===== config.mk =====
export PLATFORM = sky130hd
export DESIGN_NAME = ordered_route_table_top_flat
export DESIGN_NICKNAME = d
export VERILOG_FILES = /design/src/rtl/ort_pkg.sv /design/src/rtl/ort_req_if.sv /design/src/rtl/ort_rsp_if.sv /design/src/rtl/ordered_route_table_top.sv /design/src/rtl/ort_ram.sv /design/src/flat_wrapper.sv
export VERILOG_INCLUDE_DIRS = /design/src /design/src/rtl
export SDC_FILE = /design/constraint.sdc
export NUM_CORES = 1
export LEC_CHECK = 0
export BUFFER_PORTS_ARGS = -buffer_cell sky130_fd_sc_hd__buf_2
export CAP_MARGIN = 25
export CELL_PAD_IN_SITES_DETAIL_PLACEMENT = 0
export CELL_PAD_IN_SITES_GLOBAL_PLACEMENT = 1
export CORE_MARGIN = 4
export CORE_UTILIZATION = 51
export CTS_BUF_LIST = sky130_fd_sc_hd__clkbuf_4 sky130_fd_sc_hd__clkbuf_8
export CTS_CLUSTER_DIAMETER = 30
export DETAILED_ROUTE_END_ITERATION = 8
export GPL_TIMING_DRIVEN = 0
export HOLD_SLACK_MARGIN = 0.12
export PLACE_DENSITY = 0.85
export RECOVER_POWER = 25
export SYNTH_ARGS = -nofsm -noshare
export SYNTH_HDL_FRONTEND = slang
export SYNTH_HIERARCHICAL = 1
export SYNTH_SLANG_ARGS = --single-unit

===== constraint.sdc =====
create_clock -name clk -period 8 [get_ports clk]
set_clock_uncertainty 0.05 [all_clocks]
set_input_delay 1.2 -clock clk [delete_from_list [all_inputs] [get_ports clk]]
set_output_delay 1.2 -clock clk [all_outputs]
set_load 0.005 [all_outputs]

===== src/rtl/ordered_route_table_top_assert.svh =====
// assertion macros used by the route table top
`ifndef ORDERED_ROUTE_TABLE_TOP_ASSERT_SVH
`define ORDERED_ROUTE_TABLE_TOP_ASSERT_SVH

// condition and consequence in the same cycle
`define ORT_ASSERT_SAME(lbl, ante, cons, msg) \
    lbl: assert property (@(posedge clk) disable iff (!rst_n) (ante) |-> (cons)) \
        else $error(msg);

// consequence in the cycle after the condition
`define ORT_ASSERT_NEXT(lbl, ante, cons, msg) \
    lbl: assert property (@(posedge clk) disable iff (!rst_n) (ante) |=> (cons)) \
        else $error(msg);

`endif


===== src/rtl/ort_pkg.sv =====
`default_nettype none

package ort_pkg;

    localparam int ADDR_W  = 32;
    localparam int OCTET_W = 8;

    // request function codes
    localparam logic FUNC_LOOKUP = 1'b0;
    localparam logic FUNC_ADD    = 1'b1;

    // specificity masks
    localparam logic [ADDR_W-1:0] MASK_NONE = 32'h0000_0000;
    localparam logic [ADDR_W-1:0] MASK_OCT3 = 32'hff00_0000;
    localparam logic [ADDR_W-1:0] MASK_OCT2 = 32'hffff_0000;
    localparam logic [ADDR_W-1:0] MASK_ALL  = 32'hffff_ffff;
    localparam logic [OCTET_W-1:0] OCTET_ONES = 8'hff;

    typedef enum logic [2:0] {
        ST_HIT      = 3'd0,
        ST_MISS     = 3'd1,
        ST_INSERTED = 3'd2,
        ST_REPLACED = 3'd3,
        ST_FULL     = 3'd4
    } status_t;

    // octet-wise match: at the lowest differing octet the rest of the route must be zero
    function automatic logic net_matches(logic [ADDR_W-1:0] net, logic [ADDR_W-1:0] dst);
        logic hit;
        logic found;
        hit   = 1'b1;
        found = 1'b0;
        for (int k = 0; k < ADDR_W / OCTET_W; k++)
        begin
            if (!found && ((net[OCTET_W*k +: OCTET_W] ^ dst[OCTET_W*k +: OCTET_W]) != '0))
            begin
                found = 1'b1;
                hit   = ((net >> (OCTET_W * k)) == '0);
            end
        end
        return hit;
    endfunction

    // mask from the trailing zero octets of a network
    function automatic logic [ADDR_W-1:0] spec_mask(logic [ADDR_W-1:0] net);
        logic [ADDR_W-1:0] m;
        if ((net & MASK_OCT3) != '0)
            m = MASK_NONE;
        else if ((net[23:16] & OCTET_ONES) != '0)
            m = MASK_OCT3;
        else if ((net[15:8] & OCTET_ONES) != '0)
            m = MASK_OCT2;
        else
            m = MASK_ALL;
        return m;
    endfunction

endpackage

`default_nettype wire


===== src/rtl/ort_req_if.sv =====
`default_nettype none

// request channel: lookup or add route
interface ort_req_if #(
    parameter int DEV_BITS = 4
);
    logic                       valid;
    logic                       ready;
    logic                       func;
    logic [ort_pkg::ADDR_W-1:0] addr;
    logic [ort_pkg::ADDR_W-1:0] gateway;
    logic [DEV_BITS-1:0]        dev_index;

    modport source (output valid, output func, output addr, output gateway,
                    output dev_index, input ready);
    modport sink   (input valid, input func, input addr, input gateway,
                    input dev_index, output ready);
endinterface

`default_nettype wire


===== src/rtl/ort_rsp_if.sv =====
`default_nettype none

// result channel
interface ort_rsp_if #(
    parameter int DEV_BITS = 4
);
    logic                       valid;
    logic                       ready;
    ort_pkg::status_t           status;
    logic [ort_pkg::ADDR_W-1:0] next_hop;
    logic [DEV_BITS-1:0]        out_dev;

    modport source (output valid, output status, output next_hop, output out_dev,
                    input ready);
    modport sink   (input valid, input status, input next_hop, input out_dev,
                    output ready);
endinterface

`default_nettype wire


===== src/rtl/ordered_route_table_top.sv =====
// Ordered first-match route table. A lookup request scans the entries in table
// order and returns the gateway and device of the first route that matches; an
// add request inserts the new route ahead of the first entry that is no more
// specific (or at the end), moving later entries down, or replaces in place an
// equal network met before that point, and reports full when an insert finds no
// room. One request is in work at a time and req.ready is high only while idle.
// All entries sit in a single ram with one read and one write port; each entry
// moved takes a read state and then a write state. The result sits in an output
// register, so the next request is taken while it waits.
`default_nettype none

module ordered_route_table_top #(
    parameter int ROUTE_DEPTH = 16,
    parameter int DEV_BITS    = 4
) (
    input wire logic   clk,
    input wire logic   rst_n,
    ort_req_if.sink    req,
    ort_rsp_if.source  rsp
);

`include "ordered_route_table_top_assert.svh"

    localparam int AW      = $clog2(ROUTE_DEPTH);
    localparam int CW      = $clog2(ROUTE_DEPTH + 1);
    localparam int ENTRY_W = 2 * ort_pkg::ADDR_W + DEV_BITS;

    typedef enum logic [2:0] {
        S_IDLE,
        S_SCAN,
        S_SH_RD,
        S_SH_WR,
        S_DONE
    } state_t;

    state_t                     state_reg, state_next;
    logic [CW-1:0]              idx_reg, idx_next;
    logic [CW-1:0]              pos_reg, pos_next;
    logic [CW-1:0]              count_reg, count_next;
    logic                       func_reg, func_next;
    logic [ort_pkg::ADDR_W-1:0] addr_reg, addr_next;
    logic [ort_pkg::ADDR_W-1:0] gw_reg, gw_next;
    logic [DEV_BITS-1:0]        dev_reg, dev_next;
    logic [ort_pkg::ADDR_W-1:0] mask_reg, mask_next;
    ort_pkg::status_t           res_status_reg, res_status_next;
    logic [ort_pkg::ADDR_W-1:0] res_hop_reg, res_hop_next;
    logic [DEV_BITS-1:0]        res_dev_reg, res_dev_next;
    logic                       out_valid_reg, out_valid_next;
    ort_pkg::status_t           out_status_reg, out_status_next;
    logic [ort_pkg::ADDR_W-1:0] out_hop_reg, out_hop_next;
    logic [DEV_BITS-1:0]        out_dev_reg, out_dev_next;

    logic                       ram_we;
    logic [AW-1:0]              ram_waddr;
    logic [ENTRY_W-1:0]         ram_wdata;
    logic [AW-1:0]              ram_raddr;
    logic [ENTRY_W-1:0]         ram_rdata;

    logic [ort_pkg::ADDR_W-1:0] rd_net;
    logic [ort_pkg::ADDR_W-1:0] rd_gw;
    logic [DEV_BITS-1:0]        rd_dev;
    logic [ENTRY_W-1:0]         new_entry;
    logic [CW-1:0]              idx_inc;
    logic [CW-1:0]              idx_dec;
    logic                       tbl_full;
    logic                       out_free;

    // route storage: {network, gateway, device}
    ort_ram #(
        .WIDTH (ENTRY_W),
        .DEPTH (ROUTE_DEPTH)
    ) u_ram (
        .clk   (clk),
        .we    (ram_we),
        .waddr (ram_waddr),
        .wdata (ram_wdata),
        .raddr (ram_raddr),
        .rdata (ram_rdata)
    );

    // entry fields and helpers
    assign rd_net    = ram_rdata[ENTRY_W-1 -: ort_pkg::ADDR_W];
    assign rd_gw     = ram_rdata[DEV_BITS +: ort_pkg::ADDR_W];
    assign rd_dev    = ram_rdata[DEV_BITS-1:0];
    assign new_entry = {addr_reg, gw_reg, dev_reg};
    assign idx_inc   = idx_reg + CW'(1);
    assign idx_dec   = idx_reg - CW'(1);
    assign tbl_full  = (count_reg == CW'(ROUTE_DEPTH));
    assign out_free  = !out_valid_reg || rsp.ready;

    // ports
    assign req.ready    = (state_reg == S_IDLE);
    assign rsp.valid    = out_valid_reg;
    assign rsp.status   = out_status_reg;
    assign rsp.next_hop = out_hop_reg;
    assign rsp.out_dev  = out_dev_reg;

    // sequencer
    always_comb
    begin
        state_next      = state_reg;
        idx_next        = idx_reg;
        pos_next        = pos_reg;
        count_next      = count_reg;
        func_next       = func_reg;
        addr_next       = addr_reg;
        gw_next         = gw_reg;
        dev_next        = dev_reg;
        mask_next       = mask_reg;
        res_status_next = res_status_reg;
        res_hop_next    = res_hop_reg;
        res_dev_next    = res_dev_reg;
        out_valid_next  = out_valid_reg;
        out_status_next = out_status_reg;
        out_hop_next    = out_hop_reg;
        out_dev_next    = out_dev_reg;
        ram_we          = 1'b0;
        ram_waddr       = idx_reg[AW-1:0];
        ram_wdata       = new_entry;
        ram_raddr       = '0;

        // result taken downstream
        if (out_valid_reg && rsp.ready)
            out_valid_next = 1'b0;

        unique case (state_reg)
            S_IDLE:
            begin
                // entry 0 is read while the request is taken
                if (req.valid)
                begin
                    func_next = req.func;
                    addr_next = req.addr;
                    gw_next   = req.gateway;
                    dev_next  = req.dev_index;
                    mask_next = ort_pkg::spec_mask(req.addr);
                    idx_next  = '0;
                    state_next = S_SCAN;
                end
            end

            S_SCAN:
            begin
                ram_raddr = idx_inc[AW-1:0];
                res_hop_next = '0;
                res_dev_next = '0;
                if (idx_reg == count_reg)
                begin
                    // end of table: miss, full, or append
                    if (func_reg == ort_pkg::FUNC_LOOKUP)
                    begin
                        res_status_next = ort_pkg::ST_MISS;
                        state_next      = S_DONE;
                    end
                    else if (tbl_full)
                    begin
                        res_status_next = ort_pkg::ST_FULL;
                        state_next      = S_DONE;
                    end
                    else
                    begin
                        pos_next   = idx_reg;
                        state_next = S_SH_RD;
                    end
                end
                else if (func_reg == ort_pkg::FUNC_LOOKUP)
                begin
                    // first matching route wins
                    if (ort_pkg::net_matches(rd_net, addr_reg))
                    begin
                        res_status_next = ort_pkg::ST_HIT;
                        res_hop_next    = rd_gw;
                        res_dev_next    = rd_dev;
                        state_next      = S_DONE;
                    end
                    else
                        idx_next = idx_inc;
                end
                else if (rd_net == addr_reg)
                begin
                    // equal network, overwrite in place
                    ram_we          = 1'b1;
                    res_status_next = ort_pkg::ST_REPLACED;
                    state_next      = S_DONE;
                end
                else if ((rd_net & mask_reg) == '0)
                begin
                    // insertion point found
                    if (tbl_full)
                    begin
                        res_status_next = ort_pkg::ST_FULL;
                        state_next      = S_DONE;
                    end
                    else
                    begin
                        pos_next   = idx_reg;
                        idx_next   = count_reg;
                        state_next = S_SH_RD;
                    end
                end
                else
                    idx_next = idx_inc;
            end

            S_SH_RD:
            begin
                if (idx_reg == pos_reg)
                begin
                    // gap is open, write the new route
                    ram_we          = 1'b1;
                    count_next      = count_reg + CW'(1);
                    res_status_next = ort_pkg::ST_INSERTED;
                    state_next      = S_DONE;
                end
                else
                begin
                    ram_raddr  = idx_dec[AW-1:0];
                    state_next = S_SH_WR;
                end
            end

            S_SH_WR:
            begin
                // move the entry above down by one slot
                ram_we     = 1'b1;
                ram_wdata  = ram_rdata;
                idx_next   = idx_dec;
                state_next = S_SH_RD;
            end

            S_DONE:
            begin
                if (out_free)
                begin
                    out_valid_next  = 1'b1;
                    out_status_next = res_status_reg;
                    out_hop_next    = res_hop_reg;
                    out_dev_next    = res_dev_reg;
                    state_next      = S_IDLE;
                end
            end

            default:
            begin
                state_next = S_IDLE;
            end
        endcase
    end

    // state and registered outputs
    always_ff @(posedge clk or negedge rst_n)
    begin
        if (!rst_n)
        begin
            state_reg      <= S_IDLE;
            idx_reg        <= '0;
            pos_reg        <= '0;
            count_reg      <= '0;
            func_reg       <= ort_pkg::FUNC_LOOKUP;
            addr_reg       <= '0;
            gw_reg         <= '0;
            dev_reg        <= '0;
            mask_reg       <= '0;
            res_status_reg <= ort_pkg::ST_MISS;
            res_hop_reg    <= '0;
            res_dev_reg    <= '0;
            out_valid_reg  <= 1'b0;
            out_status_reg <= ort_pkg::ST_MISS;
            out_hop_reg    <= '0;
            out_dev_reg    <= '0;
        end
        else
        begin
            state_reg      <= state_next;
            idx_reg        <= idx_next;
            pos_reg        <= pos_next;
            count_reg      <= count_next;
            func_reg       <= func_next;
            addr_reg       <= addr_next;
            gw_reg         <= gw_next;
            dev_reg        <= dev_next;
            mask_reg       <= mask_next;
            res_status_reg <= res_status_next;
            res_hop_reg    <= res_hop_next;
            res_dev_reg    <= res_dev_next;
            out_valid_reg  <= out_valid_next;
            out_status_reg <= out_status_next;
            out_hop_reg    <= out_hop_next;
            out_dev_reg    <= out_dev_next;
        end
    end

    // checks
    `ORT_ASSERT_SAME(a_count_bound, state_reg == S_IDLE,
        count_reg <= CW'(ROUTE_DEPTH), "route count beyond table depth")
    `ORT_ASSERT_NEXT(a_count_step, state_reg == S_SH_RD && idx_reg == pos_reg,
        count_reg == $past(count_reg) + CW'(1), "insert did not grow the table by one")
    `ORT_ASSERT_SAME(a_shift_above_pos, state_reg == S_SH_WR,
        idx_reg > pos_reg && idx_reg <= count_reg, "entry move outside the open range")
    `ORT_ASSERT_SAME(a_hit_lookup, state_reg == S_DONE && res_status_reg == ort_pkg::ST_HIT,
        func_reg == ort_pkg::FUNC_LOOKUP, "hit reported for an add request")

endmodule

`default_nettype wire


===== src/rtl/ort_ram.sv =====
`default_nettype none

// simple dual-port ram, one write and one registered read per cycle
module ort_ram #(
    parameter int WIDTH = 68,
    parameter int DEPTH = 16,
    localparam int AW = (DEPTH > 1) ? $clog2(DEPTH) : 1
) (
    input  wire logic             clk,
    input  wire logic             we,
    input  wire logic [AW-1:0]    waddr,
    input  wire logic [WIDTH-1:0] wdata,
    input  wire logic [AW-1:0]    raddr,
    output logic      [WIDTH-1:0] rdata
);

    logic [WIDTH-1:0] mem [DEPTH];

    // write port
    always_ff @(posedge clk)
    begin
        if (we)
            mem[waddr] <= wdata;
    end

    // registered read port
    always_ff @(posedge clk)
    begin
        rdata <= mem[raddr];
    end

endmodule

`default_nettype wire


===== src/flat_wrapper.sv =====
// flat-port wrapper written by rule: the top's interface ports become plain ports
module ordered_route_table_top_flat 
#(
    parameter int ROUTE_DEPTH = 16,
    parameter int DEV_BITS    = 4
)
  (clk, rst_n, req_valid, req_func, req_addr, req_gateway, req_dev_index, req_ready, rsp_valid, rsp_status, rsp_next_hop, rsp_out_dev, rsp_ready);
  ort_req_if #(.DEV_BITS(DEV_BITS)) req_i ();
  ort_rsp_if #(.DEV_BITS(DEV_BITS)) rsp_i ();
  input wire logic clk;
  input wire logic rst_n;
  input wire logic [$bits(req_i.valid)-1:0] req_valid;
  input wire logic [$bits(req_i.func)-1:0] req_func;
  input wire logic [$bits(req_i.addr)-1:0] req_addr;
  input wire logic [$bits(req_i.gateway)-1:0] req_gateway;
  input wire logic [$bits(req_i.dev_index)-1:0] req_dev_index;
  output wire logic [$bits(req_i.ready)-1:0] req_ready;
  output wire logic [$bits(rsp_i.valid)-1:0] rsp_valid;
  output wire logic [$bits(rsp_i.status)-1:0] rsp_status;
  output wire logic [$bits(rsp_i.next_hop)-1:0] rsp_next_hop;
  output wire logic [$bits(rsp_i.out_dev)-1:0] rsp_out_dev;
  input wire logic [$bits(rsp_i.ready)-1:0] rsp_ready;
  assign req_i.valid = req_valid;
  assign req_i.func = req_func;
  assign req_i.addr = req_addr;
  assign req_i.gateway = req_gateway;
  assign req_i.dev_index = req_dev_index;
  assign req_ready = req_i.ready;
  assign rsp_valid = rsp_i.valid;
  assign rsp_status = rsp_i.status;
  assign rsp_next_hop = rsp_i.next_hop;
  assign rsp_out_dev = rsp_i.out_dev;
  assign rsp_i.ready = rsp_ready;
  ordered_route_table_top #(.ROUTE_DEPTH(ROUTE_DEPTH), .DEV_BITS(DEV_BITS)) u_core (.clk(clk), .rst_n(rst_n), .req(req_i), .rsp(rsp_i));
endmodule

==> metrics.txt, run 1 <==
CP delay by family, top buffers and inverters; drt initial violations between 3,000 and 4,000; hold_buf cts 0; MaxCap Viol Count 2; overall global routing resource usage 0.246; Vias/cell between 6 and 7; minimum clock period between 5 and 6 ns; global-route wire length before repair between 150,000 and 200,000 µm; cell row count around 110; most frequent cell after synthesis edfxtp_1; Max IR drop VDD a little over 0.2 mV; Top Registers u_core/u_ram/mem: 1088 flops, u_core/u_ram/rdata: 68 flops; die extent in y roughly 320 µm; Yosys warnings 6; Reg clk slew, reported paths around 0.060 ns; clock sink total between 1,000 and 1,500; Initial Utilization 0.517; grt total ovfl 0; max incr delay on CP 3.81 ns; P_int between 15,000 and 20,000 µW; mean post-synth cell area between 15 and 20 µm²; leakage power 0.0204 µW; maximum clock frequency ~180 MHz; Seq/Total Area, Yosys 0.761; WS Path Type in -> async; drt total wl 126,000 µm; gate count after technology mapping roughly 2,500; worst slew pin tran 5.55 ns; crit end category async pin; share of cells above drive strength 1 0.311; RSZ-0062 raised after global routing no; combinational share of power 0.311; Hold Crit Class reg -> reg; CTS tree yes; clock share of power 0.279; endpoints failing setup 0; syn_nets roughly 2,600; Worst path slowest cell clkbuf_1; die width between 300 and 400 µm; clk buf depth 3; fin. max-slew vios 95; power per cell area 391 nW/µm²; Req. time, crit path 7.55 ns; CP max FO 83; total core area between 90,000 and 100,000 µm²; postcts setup bufs 0; critical path, cell by cell clkbuf_1; I/O pin count about 110; Antenna Nets Post-Route 0; gpl congestion 0.845; CTS Buf Count 217; vias in the first global route ~28,000; EDFF count, synth ~1,100; initial antenna violation count 4; post-DP HPWL ~80,000 µm; relative slew slack -2.70; via count between 20,000 and 30,000; Synth area leaders edfxtp_1 65%, mux4_2 12%, dfrtp_1 8.3%; Synth top area share 0.650; async set-reset flop share out of synthesis 0.128; Clock Latency Late Sink 0.86 ns; area of the mapped netlist 50,300 µm²; area grow syn2layout 17.0%; setup TNS 0 ns; final std cells w/o fill around 4,400; top post-synthesis cells by count 1,088 x edfxtp_1, 302 x nand2_1, 273 x mux4_2; Switch Pwr ~7500 µW; failing checks capacitance limit, slew limit; Avg WL per Cell around 28 µm; Placed Cells 4,015; library cells used by synthesis 60; Worst Path Buf+Inv 1; Root Driver clkbuf_8; area leader, netlist edfxtp_1; DIE AREA between 100,000 and 150,000 µm²; # nets final around 3,000; Buffers on Ports approximately 110; Reg power frac 0.411; H-tree levels 4; CP Launch Type primary input; DRC Markers 0; final-layout fill cell count between 6,000 and 7,000; final hold vios 0; Worst EP arrival around 5.1 ns; synthesized flop and latch total roughly 1,300; top_reg_cell synth edfxtp_1; Fin Hold WS between 0.4 and 0.5 ns; drt pass-1 iters 5; Top reg by flops u_core/u_ram/mem; final worst-path cycle share 0.695; largest net degree at the start of global routing just under 90; Net Sw Frac 0.326; status finished with violations; max reg flops 1,088; post-cts sizing count 0
[stage by stage]
stage	total power (µW)	util	cell area, µm²	setup slack [ns]
floorplan	14300	-	50300	0.508
global placement	16300	0.539	52400	-6.46
detailed placement	16700	0.555	54000	3.00
CTS	23100	0.605	58900	2.92
global route	24000	0.605	58800	1.53
finish	23000	0.605	58800	2.44
[area by class of cell]
| cell class | instances | area, µm² | share of cell area |
|---|---|---|---|
| Buffer | 137 | 591 | 0.0100 |
| Clock inverter | 112 | 1120 | 0.0191 |
| Timing Repair Buffer | 196 | 1900 | 0.0324 |
| Multi-Input combinational cell | 1074 | 11500 | 0.196 |
| Clock buffer | 302 | 3780 | 0.0643 |
| Inverter | 10 | 37.5 | 0.000638 |
| Sequential cell | 1325 | 38300 | 0.651 |
| Antenna cell | 4 | 10.0 | 0.000170 |
| Tap cell | 1276 | 1600 | 0.0271 |
[worst paths after layout]
check	from	endpoint	slack, ns	depth (start not counted)
min in group asynchronous	rst_n	u_core/rsp.next_hop[23]	2.32	1
setup / recovery	rst_n	u_core/addr_reg[9]	2.44	1
setup reg to reg	u_core/addr_reg[30]	u_core/u_ram/mem[8][5]	2.82	13
hold / removal	u_core/u_ram/rdata[15]	u_core/res_hop_reg[11]	0.41	1
hold reg to reg	u_core/u_ram/rdata[15]	u_core/res_hop_reg[11]	0.41	1
max in group clk	u_core/addr_reg[30]	u_core/u_ram/mem[8][5]	2.82	13
[cells by family after synthesis]
group,after synthesis,share of synthesized area
compound gates,225,0.0346
xor+xnor,48,0.00836
fa+ha+maj,4,0.000995
buf+inv,147,0.0125
flops,1325,0.761
mux,390,0.148
simple gates,407,0.0342
[layer usage]
layer | GRT usage | routed length (µm) | share of wire
met5 | 0 | 25 | 0.00020
met4 | 0.0963 | 4630 | 0.037
met3 | 0.0702 | 14800 | 0.12
met2 | 0.388 | 59700 | 0.47
met1 | 0.330 | 46900 | 0.37
[cells in the final DEF, fill, tap and decap left out, drive strengths merged, types with 13 or more instances in the layout]
cell	instances
nor4	23
clkinv	64
nand3	13
buf	221
inv	20
dfxtp	68
edfxtp	1088
mux2	113
nand2	302
clkbuf	414
a22oi	137
bufinv	19
dfrtp	167
a22o	36
mux4	273
xor2	38
nor2	29
clkinvlp	19
[power groups by stage]
stage / combinational (µW) / clock (µW) / sequential (µW)
2_1_floorplan: 4880 / 0 / 9410
3_3_place_gp: 6710 / 0 / 9590
3_5_place_dp: 7100 / 0 / 9570
4_1_cts: 7140 / 6500 / 9440
5_1_grt: 7640 / 6850 / 9500
6_report: 7140 / 6410 / 9450
(Power assumes the default switching activity.)
==> inputs of run 2 (changes only) <==
Settings changed: CORE_UTILIZATION 51 to 57, PLACE_DENSITY 0.85 to 0.9.
Clock period 8 ns to 5.7 ns, I/O delays scaled along.
==> run 2 against run 1 <==
Compared with the run above: critical endpoint is now u_core/u_ram/rdata[22]; final cell count fell by 2.1%; setup slack worse by 1.8 ns; combinational power increased by 43%; total power increased by 42%; routed wire length increased by 3.0%; design area rose by 0.77%; the run still ends with capacitance limit, slew limit left; worst hold slack got worse by 0.22 ns; via count is 2.3% higher.
==> metrics.txt, run 2 (synthesis results as in run 1) <==
status finished with violations (unchanged); failing checks capacitance limit, slew limit (unchanged); power per cell area 551 nW/µm² (was 391 nW/µm²); clk buf depth 3 (unchanged); CTS Buf Count 214 (was 217); # nets final 3,070 (was 3,038); final worst-path cycle share 0.893; RSZ-0062 raised after global routing no (unchanged); grt total ovfl 0 (unchanged); CP max FO 10 (was 83); Max IR drop VDD 0.310 mV (was 0.208 mV); crit end category flop (was async pin); max reg flops 1,088 (unchanged); final hold vios 0 (unchanged); overall global routing resource usage 0.281 (was 0.246); maximum clock frequency 196 MHz; minimum clock period a little over 5 ns; MaxCap Viol Count 3 (was 2); commonest non-fill, non-tap cells in the layout 1,088 x edfxtp_1, 302 x nand2_1, 273 x mux4_2 (unchanged); DRC Markers 0 (unchanged); gpl congestion 0.853 (was 0.845); global-route wire length before repair 190,000 µm (was 185,000 µm); worst slew pin tran 2.74 ns (was 5.55 ns); relative slew slack -0.830 (was -2.70); die width 305 µm (was 322 µm); Antenna Nets Post-Route 0 (unchanged); worst slack, placed 0.826 ns (was 3.00 ns); die extent in y 305 µm (was 322 µm); Initial Utilization 0.577 (was 0.517); leakage power 0.0206 µW (was 0.0204 µW); Reg clk slew, reported paths 0.06 ns (about the same); share of cells above drive strength 1 0.301 (was 0.311); via count 27,900 (was 27,300); Top reg by flops u_core/u_ram/mem (unchanged); fin worst setup slack 0.611 ns (was 2.44 ns); drt pass-1 iters 8 (was 5); fin. max-slew vios 183 (was 95); area grow syn2layout 17.9% (was 17.0%); drt initial violations 3,821 (was 3,244); CTS tree yes (unchanged); Worst EP arrival 5.79 ns (was 5.11 ns); Root Driver clkbuf_8 (unchanged); HP Start req_addr[24] (was u_core/u_ram/rdata[15]); reg2reg start u_core/idx_reg[0] (was u_core/addr_reg[30]); largest net degree at the start of global routing 92 (was 88); DIE AREA 93,000 µm² (was 104,000 µm²); WS Path Type reg -> reg (was in -> async); cell row count 108 (was 114); total core area 87,200 µm² (was 97,300 µm²); Vias/cell 6.42 (was 6.14); Buffers on Ports 113 (unchanged); CP startpoint u_core/idx_reg[0] (was rst_n); vias in the first global route 28,900 (was 28,100); commonest non-fill, non-tap cell in the layout edfxtp_1 (unchanged); Clock Latency Late Sink 0.88 ns (was 0.86 ns); post-DP HPWL 79,300 µm (was 80,400 µm); Top Registers u_core/u_ram/mem: 1088 flops, u_core/u_ram/rdata: 68 flops (unchanged); setup TNS 0 ns (unchanged); drt total wl 130,000 µm (was 126,000 µm); H-tree levels 4 (unchanged); I/O pin count 114 (unchanged); CP Launch Type flop (was primary input); initial antenna violation count 1 (was 4); Hold Crit Class in -> reg (was reg -> reg); endpoints failing setup 0 (unchanged); Req. time, crit path 6.40 ns (was 7.55 ns); clock sink total 1,325 (unchanged); Avg WL per Cell 29.9 µm (was 28.4 µm); setup slack, reg-to-reg 0.61 ns (was 2.82 ns)
[run 2: cell count changes in the layout (fill, tap and decap cells not counted), sizes merged]
cell         change
clkinv           -4
clkbuf          +10
buf             -19
dlygate4sd3     +49
diode            -2
clkinvlp        -11
inv              +3
bufinv           +1
[run 2: report_power, final]
group,total (µW),switching (µW),leakage [µW],internal [µW]
logic,10200,6310,0.00539,3920
clock network,9110,3840,0.00257,5270
registers,13300,619,0.0127,12700
[run 2: path summary, 6_finish.rpt]
| kind | to | cells after the start |
|---|---|---|
| worst max-delay path | u_core/u_ram/rdata[22] | 12 |
| worst min-delay path | u_core/addr_reg[24] | 3 |
| worst max register to register | u_core/u_ram/rdata[22] | 12 |
| worst min register to register | u_core/res_hop_reg[10] | 1 |
| max in group asynchronous | u_core/rsp.out_dev[2] | 3 |
| min in group asynchronous | u_core/pos_reg[2] | 2 |
[run 2: critical path, cell delays in order, from the launching register on]
cell and delay (ns):
dfrtp_1 0.67, clkbuf_1 0.44, xor2_1 0.21, nor3_1 0.07, nand3_1 0.26, nand2_1 0.23, o21ai_0 0.60, buf_2 0.44
buf_2 0.42, buf_1 0.75, mux4_2 0.45, a22oi_1 0.24, nand2_1 0.11
[run 2: final cells by class]
cell class | count | area, µm²
buffer | 137 | 591
clock inverter | 101 | 1130
fill | 5148 | 27900
inverter | 10 | 37.5
clock buffer | 307 | 3800
antenna | 2 | 5.00
multi-input combinational | 1074 | 11500
sequential | 1325 | 38300
timing repair buffer | 231 | 2460
tap | 1155 | 1450
[run 2: per-layer routing]
layer | part of all wire | vias to the layer above | track usage
met1 | 0.36 | 14200 | 0.382
met3 | 0.12 | 334 | 0.0697
met4 | 0.042 | 0 | 0.117
li1 | - | 11200 | -
met5 | 0 | - | 0
met2 | 0.48 | 2113 | 0.442
[run 2: timing repair]
action                    CTS  global route
hold endpoints to repair  138             0
hold buffers               49             0
buffers inserted            0             0
gates resized for setup     0             0
[run 2: stage by stage]
| stage | area (µm²) | util | total power [µW] | hold WS [ns] | instances |
|---|---|---|---|---|---|
| 2_1_floorplan | 50300 | - | 20000 | 0.390 | 2546 |
| 4_1_cts | 59300 | 0.681 | 32700 | 0.120 | 4337 |
| 6_report | 59300 | 0.680 | 32600 | 0.185 | 4342 |
| 3_3_place_gp | 52300 | 0.600 | 22800 | 0.400 | 3814 |
| 3_5_place_dp | 53900 | 0.618 | 23500 | 0.406 | 3880 |
| 5_1_grt | 59300 | 0.680 | 34000 | 0.140 | 4341 |
